--- src/rtl/n2k_fpf_pkg.sv ---
package n2k_fpf_pkg;

    // Identifier layout
    localparam logic [31:0] EFF_FLAG   = 32'h8000_0000;
    localparam int          PGN_BITS   = 18;
    localparam int          PRIO_SHIFT = 26;
    localparam int          PRIO_BITS  = 3;
    localparam int          DST_SHIFT  = 8;

    // Frame geometry
    localparam int          FRAME_BYTES = 8;
    localparam logic [7:0]  SRC_RESET   = 8'd4;

    // Fill count after the fast-packet header bytes of frame 0 / later frames
    localparam logic [3:0]  FILL_HDR_FIRST = 4'd2;
    localparam logic [3:0]  FILL_HDR_NEXT  = 4'd1;

    typedef struct packed {
        logic        first;
        logic [2:0]  priority_req;
        logic [23:0] pgn;
        logic [7:0]  destination;
        logic [7:0]  msg_len;
        logic [7:0]  data_byte;
    } in_item_t;

    typedef struct packed {
        logic [31:0] can_id;
        logic [3:0]  dlc;
        logic [7:0]  byte0;
        logic [7:0]  byte1;
        logic [7:0]  byte2;
        logic [7:0]  byte3;
        logic [7:0]  byte4;
        logic [7:0]  byte5;
        logic [7:0]  byte6;
        logic [7:0]  byte7;
        logic        last_frame;
    } out_item_t;

endpackage

--- src/rtl/n2k_fast_packet_framer_unit.sv ---
// A transaction accepted into the input register yields its frame (if any) in the
// result register when it leaves the update stage; out_valid rises with that write.
// Throughput: one byte per cycle while in_stall is low, set by the single update stage
// between the input and result registers; in_stall rises only while out_stall holds a frame.
// Reset (rst_n, async, active low): no message open, state cleared, source address 4.
module n2k_fast_packet_framer_unit
(
    input  logic                  clk,
    input  logic                  rst_n,
    input  logic                  in_valid,
    output logic                  in_stall,
    input  n2k_fpf_pkg::in_item_t  in_data,
    output logic                  out_valid,
    input  logic                  out_stall,
    output n2k_fpf_pkg::out_item_t out_data,
    input  logic                  cfg_wr_en,
    input  logic [7:0]            cfg_wr_data
);

    // Registers
    logic                   s1_valid_reg;
    n2k_fpf_pkg::in_item_t  s1_item_reg;
    logic                   out_valid_reg;
    n2k_fpf_pkg::out_item_t out_item_reg;
    logic [7:0]             src_addr_reg;

    logic [31:0]            held_id_reg,   held_id_next;
    logic [7:0]             held_len_reg,  held_len_next;
    logic [7:0]             left_reg,      left_next;
    logic [4:0]             index_reg,     index_next;
    logic [7:0]             buf_reg  [n2k_fpf_pkg::FRAME_BYTES];
    logic [7:0]             buf_next [n2k_fpf_pkg::FRAME_BYTES];
    logic [3:0]             fill_reg,      fill_next;
    logic                   drop_reg,      drop_next;

    // Combinational results of the update stage
    logic                   produce;
    logic                   advance;
    logic                   out_free;
    n2k_fpf_pkg::out_item_t frame;
    logic [3:0]             frame_dlc;
    logic                   frame_last;
    logic [7:0]             frame_bytes [n2k_fpf_pkg::FRAME_BYTES];
    logic [31:0]            new_id;
    logic                   pgn_bad;
    logic                   take_byte;

    // Handshake
    assign out_free  = !out_valid_reg || !out_stall;
    assign advance   = s1_valid_reg && (out_free || !produce);
    assign in_stall  = s1_valid_reg && !advance;
    assign out_valid = out_valid_reg;
    assign out_data  = out_item_reg;

    // Identifier built from the header of the current item
    always_comb
    begin
        new_id = n2k_fpf_pkg::EFF_FLAG;
        new_id[7:0] = src_addr_reg;
        new_id[n2k_fpf_pkg::DST_SHIFT +: n2k_fpf_pkg::PGN_BITS] =
            s1_item_reg.pgn[n2k_fpf_pkg::PGN_BITS-1:0];
        if (s1_item_reg.pgn[7:0] == 8'd0)
        begin
            new_id[n2k_fpf_pkg::DST_SHIFT +: 8] = s1_item_reg.destination;
        end
        new_id[n2k_fpf_pkg::PRIO_SHIFT +: n2k_fpf_pkg::PRIO_BITS] = s1_item_reg.priority_req;
    end

    assign pgn_bad = (s1_item_reg.pgn[23:n2k_fpf_pkg::PGN_BITS] != '0);

    // Per-byte update: next framer state and the frame it completes
    always_comb
    begin
        held_id_next  = held_id_reg;
        held_len_next = held_len_reg;
        left_next     = left_reg;
        index_next    = index_reg;
        fill_next     = fill_reg;
        drop_next     = drop_reg;
        buf_next      = buf_reg;
        produce       = 1'b0;
        frame_dlc     = 4'd0;
        frame_last    = 1'b0;
        take_byte     = 1'b0;

        if (s1_item_reg.first)
        begin
            // New message: clear the frame in progress
            for (int i = 0; i < n2k_fpf_pkg::FRAME_BYTES; i++)
            begin
                buf_next[i] = 8'd0;
            end
            fill_next  = 4'd0;
            index_next = 5'd0;
            if (pgn_bad)
            begin
                drop_next = 1'b1;
                left_next = 8'd0;
            end
            else
            begin
                drop_next     = 1'b0;
                held_id_next  = new_id;
                held_len_next = s1_item_reg.msg_len;
                left_next     = s1_item_reg.msg_len;
                if (s1_item_reg.msg_len == 8'd0)
                begin
                    // Empty message: one empty final frame
                    produce    = 1'b1;
                    frame_last = 1'b1;
                end
                else
                begin
                    take_byte = 1'b1;
                end
            end
        end
        else if (!drop_reg && left_reg != 8'd0)
        begin
            take_byte = 1'b1;
        end

        if (take_byte)
        begin
            if (held_len_next > 8'(n2k_fpf_pkg::FRAME_BYTES))
            begin
                // Fast packet: header bytes at the start of each frame
                if (fill_next == 4'd0)
                begin
                    buf_next[0] = {3'b000, index_next};
                    if (index_next == 5'd0)
                    begin
                        buf_next[1] = held_len_next;
                        fill_next   = n2k_fpf_pkg::FILL_HDR_FIRST;
                    end
                    else
                    begin
                        fill_next = n2k_fpf_pkg::FILL_HDR_NEXT;
                    end
                end
                buf_next[fill_next[2:0]] = s1_item_reg.data_byte;
                fill_next = fill_next + 4'd1;
                left_next = left_next - 8'd1;
                if (fill_next[3] || left_next == 8'd0)
                begin
                    produce    = 1'b1;
                    frame_dlc  = fill_next;
                    frame_last = (left_next == 8'd0);
                    index_next = index_next + 5'd1;
                end
            end
            else
            begin
                // Single frame
                buf_next[fill_next[2:0]] = s1_item_reg.data_byte;
                fill_next = fill_next + 4'd1;
                left_next = left_next - 8'd1;
                if (left_next == 8'd0)
                begin
                    produce    = 1'b1;
                    frame_dlc  = held_len_next[3:0];
                    frame_last = 1'b1;
                end
            end
        end

        // Frame data, zero at and beyond dlc
        for (int i = 0; i < n2k_fpf_pkg::FRAME_BYTES; i++)
        begin
            frame_bytes[i] = (4'(i) < frame_dlc) ? buf_next[i] : 8'd0;
        end

        // Buffer empties once its frame is sent
        if (produce)
        begin
            for (int i = 0; i < n2k_fpf_pkg::FRAME_BYTES; i++)
            begin
                buf_next[i] = 8'd0;
            end
            fill_next = 4'd0;
        end
    end

    // Frame assembly
    always_comb
    begin
        frame.can_id     = held_id_next;
        frame.dlc        = frame_dlc;
        frame.byte0      = frame_bytes[0];
        frame.byte1      = frame_bytes[1];
        frame.byte2      = frame_bytes[2];
        frame.byte3      = frame_bytes[3];
        frame.byte4      = frame_bytes[4];
        frame.byte5      = frame_bytes[5];
        frame.byte6      = frame_bytes[6];
        frame.byte7      = frame_bytes[7];
        frame.last_frame = frame_last;
    end

    // Input register
    always_ff @(posedge clk or negedge rst_n)
    begin
        if (!rst_n)
        begin
            s1_valid_reg <= 1'b0;
        end
        else if (in_valid && !in_stall)
        begin
            s1_valid_reg <= 1'b1;
        end
        else if (advance)
        begin
            s1_valid_reg <= 1'b0;
        end
    end

    always_ff @(posedge clk)
    begin
        if (in_valid && !in_stall)
        begin
            s1_item_reg <= in_data;
        end
    end

    // Result register
    always_ff @(posedge clk or negedge rst_n)
    begin
        if (!rst_n)
        begin
            out_valid_reg <= 1'b0;
        end
        else if (advance && produce)
        begin
            out_valid_reg <= 1'b1;
        end
        else if (!out_stall)
        begin
            out_valid_reg <= 1'b0;
        end
    end

    always_ff @(posedge clk)
    begin
        if (advance && produce)
        begin
            out_item_reg <= frame;
        end
    end

    // Source address register
    always_ff @(posedge clk or negedge rst_n)
    begin
        if (!rst_n)
        begin
            src_addr_reg <= n2k_fpf_pkg::SRC_RESET;
        end
        else if (cfg_wr_en)
        begin
            src_addr_reg <= cfg_wr_data;
        end
    end

    // Framer state
    always_ff @(posedge clk or negedge rst_n)
    begin
        if (!rst_n)
        begin
            held_id_reg  <= 32'd0;
            held_len_reg <= 8'd0;
            left_reg     <= 8'd0;
            index_reg    <= 5'd0;
            fill_reg     <= 4'd0;
            drop_reg     <= 1'b0;
            for (int i = 0; i < n2k_fpf_pkg::FRAME_BYTES; i++)
            begin
                buf_reg[i] <= 8'd0;
            end
        end
        else if (advance)
        begin
            held_id_reg  <= held_id_next;
            held_len_reg <= held_len_next;
            left_reg     <= left_next;
            index_reg    <= index_next;
            fill_reg     <= fill_next;
            drop_reg     <= drop_next;
            buf_reg      <= buf_next;
        end
    end

endmodule
--- config.mk ---
export PLATFORM = sky130hd
export DESIGN_NAME = n2k_fast_packet_framer_unit
export DESIGN_NICKNAME = d
export VERILOG_FILES = /design/src/rtl/n2k_fpf_pkg.sv /design/src/rtl/n2k_fast_packet_framer_unit.sv
export SDC_FILE = /design/constraint.sdc
export NUM_CORES = 1
export LEC_CHECK = 0
export ABC_AREA = 1
export BUFFER_PORTS_ARGS = -buffer_cell sky130_fd_sc_hd__buf_2
export CAP_MARGIN = 40
export CELL_PAD_IN_SITES_DETAIL_PLACEMENT = 0
export CELL_PAD_IN_SITES_GLOBAL_PLACEMENT = 1
export CORE_UTILIZATION = 40
export CTS_BUF_LIST = sky130_fd_sc_hd__clkbuf_4 sky130_fd_sc_hd__clkbuf_8
export DETAILED_ROUTE_END_ITERATION = 12
export PLACE_DENSITY = 0.87
export SLEW_MARGIN = 20
export SYNTH_ARGS = -nofsm -noshare
export SYNTH_HDL_FRONTEND = slang
export SYNTH_SLANG_ARGS = --single-unit
--- constraint.sdc ---
create_clock -name clk -period 4.6 [get_ports clk]
set_input_delay 0.92 -clock clk [delete_from_list [all_inputs] [get_ports clk]]
set_output_delay 0.92 -clock clk [all_outputs]
set_load 0.01 [all_outputs]
==> summary by stage <==
Drt
The detailed-route vias per instance is 4.98. The first detailed-routing pass took 6 iterations. The post-detailed-route count of antenna-violating nets is 0.

The detailed router finished its first iteration with 740 violations. Wires add up to 35500 um. In the final routed layout, each cell accounts on average for 15.3 um. Across all layers, the routed design uses 11.6k vias. For this run, design rule violations remaining after detail routing come to 0.

Synthesis
The number of unique standard cell types used by synthesis is 43. After synthesis, the largest family of logic cells by area is simple AND/OR/NAND/NOR gates. Of the total synthesized cell area, the portion taken by AND, OR, NAND and NOR gates is 20.0%. Of the total synthesized cell area, the portion taken by full adders, half adders and majority gates is 0.532%. The portion of the post-synthesis area used by sequential elements is 56.0%.

For this run, the number of Yosys warnings is 0. The post-synthesis share of cell area spent on xor and xnor gates is 0.186%. The area fraction in compound gates after synthesis is 14.7%. Synthesis produced a netlist with a net count of 1739. The cell area that synthesis handed to floorplanning was 14100 sq um. Dividing the synthesized area by the synthesized cell count gives 8.46 sq um.

Synthesis produced 1668 cells. The synthesized design contains 285 register bits. The portion of synthesized area spent on multiplexers is 0%.

Cells and area
In the layout the commonest cells are sky130_fd_sc_hd__nand2_1 (445), sky130_fd_sc_hd__o21ai_0 (239), sky130_fd_sc_hd__inv_1 (213). Leaving out fill and tap cells, the most frequent cell in the layout is sky130_fd_sc_hd__nand2_1. The synthesis-to-finish area growth is 16.4%.

The antenna cell count is 0. The share of cells above drive strength 1 is 16.7%. The register with the most flip-flops in the layout has 101 of them.

The final net count is 1897.

Global routing
The global-route wire length before repair is 57500 um. Global routing consumed, over all layers together, 20.1% of the routing resources. The initial antenna violation count is 1. The maximum number of pins on one net before global-route repair is 116. The met2 usage is 32.8%. The remaining global-route overflow is 0.

In the global route stage, met1 resource usage came out at 26.4%. The number of global-route vias before repair came to 11.1k. In this run the most used layer during global routing was met2. The met3 global-route usage is 3.74%.

Die
In this run the core area contains 68 standard-cell rows. The die outline height is 190 um. The die is 190 um wide.

The initial cell density of the core is 40.7%. The area inside the core boundary is 34600 sq um. The top-level port count is 168.

The floorplan step defined a die boundary enclosing 36000 sq um.

Setup path
The cell family contributing the most delay on the critical path is simple AND/OR/NAND/NOR gates. On the worst path, the slowest cell contributes a delay of 0.39 ns. For the worst setup path, the data required time is 3.68 ns. Walking the worst path, the cells encountered are buf_12 > nand2_1 > nor2_1 > nor2_1 > ha_1 > nand3_1 > nand2_1 > nor2_1 > nand2_1 > nor2_1 > nand3_2 > nand3_4 > nand2_2 > nor2_1 > buf_2. The cell with the biggest individual delay on the critical path is sky130_fd_sc_hd__edfxtp_1.

In this run the critical register-to-register path is launched from s1_item_reg[51]. The critical register-to-register path endpoint is out_data[60]. The most repeated library cell on the critical path is sky130_fd_sc_hd__nor2_1.

Data on the critical path arrives at its endpoint at 3.27 ns. The maximum fanout along the worst path is 91. The flop-to-flop setup slack is 0.70 ns. The worst setup path is of the flip-flop to primary output kind. The cell depth of the worst flop-to-flop path is 16. STA classifies the critical path startpoint as a flip-flop. The number of buffer and inverter instances along the worst setup path is 2. The worst setup path is captured at a primary output.

Timing
Measured against its own limit, the worst slew margin works out to 44.5%. For this run, the top clock speed supported by timing is 0.239 GHz. The number of hold violations in the final report is 0. The slew at the pin closest to its max-slew limit is 0.832 ns. Once routing completed, OpenROAD measured the worst setup slack at 0.408 ns. Setup repair after global routing left no endpoint under its margin. Summed over all failing endpoints, the final setup total negative slack is 0 ns. The final number of max-transition violations is 0.

Between clock sinks in the finished design, the worst skew comes to 0.0265 ns. The final-report setup violation count is 0. In the finished design, the share of the clock period the worst path needs comes to 91.1%.

The time the worst path needs with I/O delays and setup is 4.19 ns.

Clock tree
For this design, the sink count on the clock tree is 285. The maximum buffer depth of the clock tree is 3. The clock transition time at the flip-flop clock pins of the worst setup and hold paths is 0.06 ns. The H-tree was split into 2 levels.

Buffers inserted during clock tree synthesis total 48. Once the clock tree was built, the resizer swapped 0 gates to a different size. After clock tree synthesis, the flow added hold-fix buffers numbering 0. The worst-skew pair later-pin latency is 0.60 ns. TritonCTS built the clock tree. After clock tree synthesis, the setup repair step added 0 buffers. CTS placed an instance of sky130_fd_sc_hd__clkbuf_8 at the clock tree root.

Job
The max-cap check violation count is 0.

Pwr
VDD sags by at most 0.000219 V. Of the total power, the share spent switching nets is 33.1%. The clock network burns 32.7% of the power.

The analysis attributes to cell leakage a power of 0.00713 uW. Power spread over the standard cell area amounts to 437 nW/um^2. The internal power of the cells totals 4800 uW. Sequential cells burn 43.0% of the power.

In this run the power spent charging and discharging nets is 2370 uW. The part of the power in combinational logic is 24.3%.

Placement
The worst setup slack after placement is 0.711 ns. The congestion estimate from routability-driven global placement came to 0.831. The detailed placer's ending HPWL is 23300 um.

Buffers placed on the I/O ports in this run total 167.

Worst hold path
The type of the most critical hold path is primary input to async pin.

Outcome
The run finished with clean final reports.
## cell type report
class / count / area, sq um
clock inverter: 10 / 56.3
inverter: 224 / 847
tap: 455 / 569
timing repair buffer: 186 / 1090
multi-input combinational: 1081 / 5000
clock buffer: 80 / 951
sequential: 285 / 7900
fill: 3289 / 18200
## how the worst max path moves through the flow
stage	startpoint	end	slack, ns	cells after the start
detailed placement	s1_item_reg[51]	out_data[60]	0.71	16
floorplan	s1_item_reg[43]	out_data[0]	0.47	16
global route	s1_item_reg[51]	in_stall	0.14	12
global placement	s1_item_reg[51]	out_data[64]	0.79	16
CTS	s1_item_reg[51]	in_stall	0.34	12
finish	s1_item_reg[51]	in_stall	0.41	15
## power by group through the flow
stage	clock network [uW]	logic, uW	registers [uW]
4_1_cts	2400	1730	3080
5_1_grt	2520	2010	3110
6_report	2340	1740	3090
3_5_place_dp	0	1730	3130
2_1_floorplan	0	1330	3090
3_3_place_gp	0	1680	3120
## cells in the mapped netlist (all sizes together)
cell / n / area (sq um)
a31oi: 28 / 175
edfxtp: 153 / 4590
a21boi: 9 / 67.6
clkinv: 3 / 11.3
dfrtp: 131 / 3280
dfstp: 1 / 26.3
xor2: 2 / 17.5
inv: 221 / 832
nor3: 1 / 5.00
clkbuf: 51 / 194
nand2: 451 / 1700
o21a: 1 / 7.51
nor4: 2 / 12.5
nand4: 10 / 62.6
o211ai: 37 / 278
o31ai: 14 / 105
or2: 2 / 12.5
buf: 27 / 168
a22oi: 1 / 7.51
o22ai: 2 / 12.5
ha: 6 / 75.1
o21ai: 264 / 1330
a21oi: 13 / 95.1
xnor2: 1 / 8.76
nor2: 195 / 787
nand3: 42 / 243
## kinds of logic (layout without fill, tap and decap cells)
logic type                 after synthesis  count (layout)
DFF                                    285             285
and+or+nand+nor                        703             703
adders and majority gates                6               6
xor gates and xnor gates                 3               3
buffers and inverters                  302             500
AOI/OAI and AO/OA                      369             369
## metrics by stage
stage               hold WS, ns  instance area (sq um)  utilization [%]  instances  power (uW)
floorplan                 0.427                  14100                -       1668        4420
global placement          0.442                  15300             44.3       2227        4800
detailed placement        0.447                  15400             44.5       2231        4860
CTS                       0.272                  16400             47.4       2321        7220
global route              0.293                  16400             47.4       2321        7630
finish                    0.269                  16400             47.4       2321        7170
## layer usage
metal  part of all wire [%]  wire length (um)
met1                     45             15900
met2                     46             16400
met3                    6.3              2240
met4                    2.7               973
met5                  0.037                13
## worst register-to-register path, cell delays in order, from the launching register on
cell                       delay (ns)
sky130_fd_sc_hd__edfxtp_1        0.39
sky130_fd_sc_hd__buf_12          0.38
sky130_fd_sc_hd__nor2_1          0.20
sky130_fd_sc_hd__inv_1           0.35
sky130_fd_sc_hd__ha_1            0.23
sky130_fd_sc_hd__nand3_2         0.19
sky130_fd_sc_hd__nor2_2          0.21
sky130_fd_sc_hd__inv_2           0.15
sky130_fd_sc_hd__nand2_1         0.11
sky130_fd_sc_hd__ha_1            0.23
sky130_fd_sc_hd__or2_1           0.23
sky130_fd_sc_hd__nand2_1         0.07
sky130_fd_sc_hd__inv_1           0.03
sky130_fd_sc_hd__nand2_1         0.20
sky130_fd_sc_hd__nand3_1         0.19
sky130_fd_sc_hd__nor2_2          0.38
sky130_fd_sc_hd__nor2_1          0.10
(Power assumes the default switching activity.)
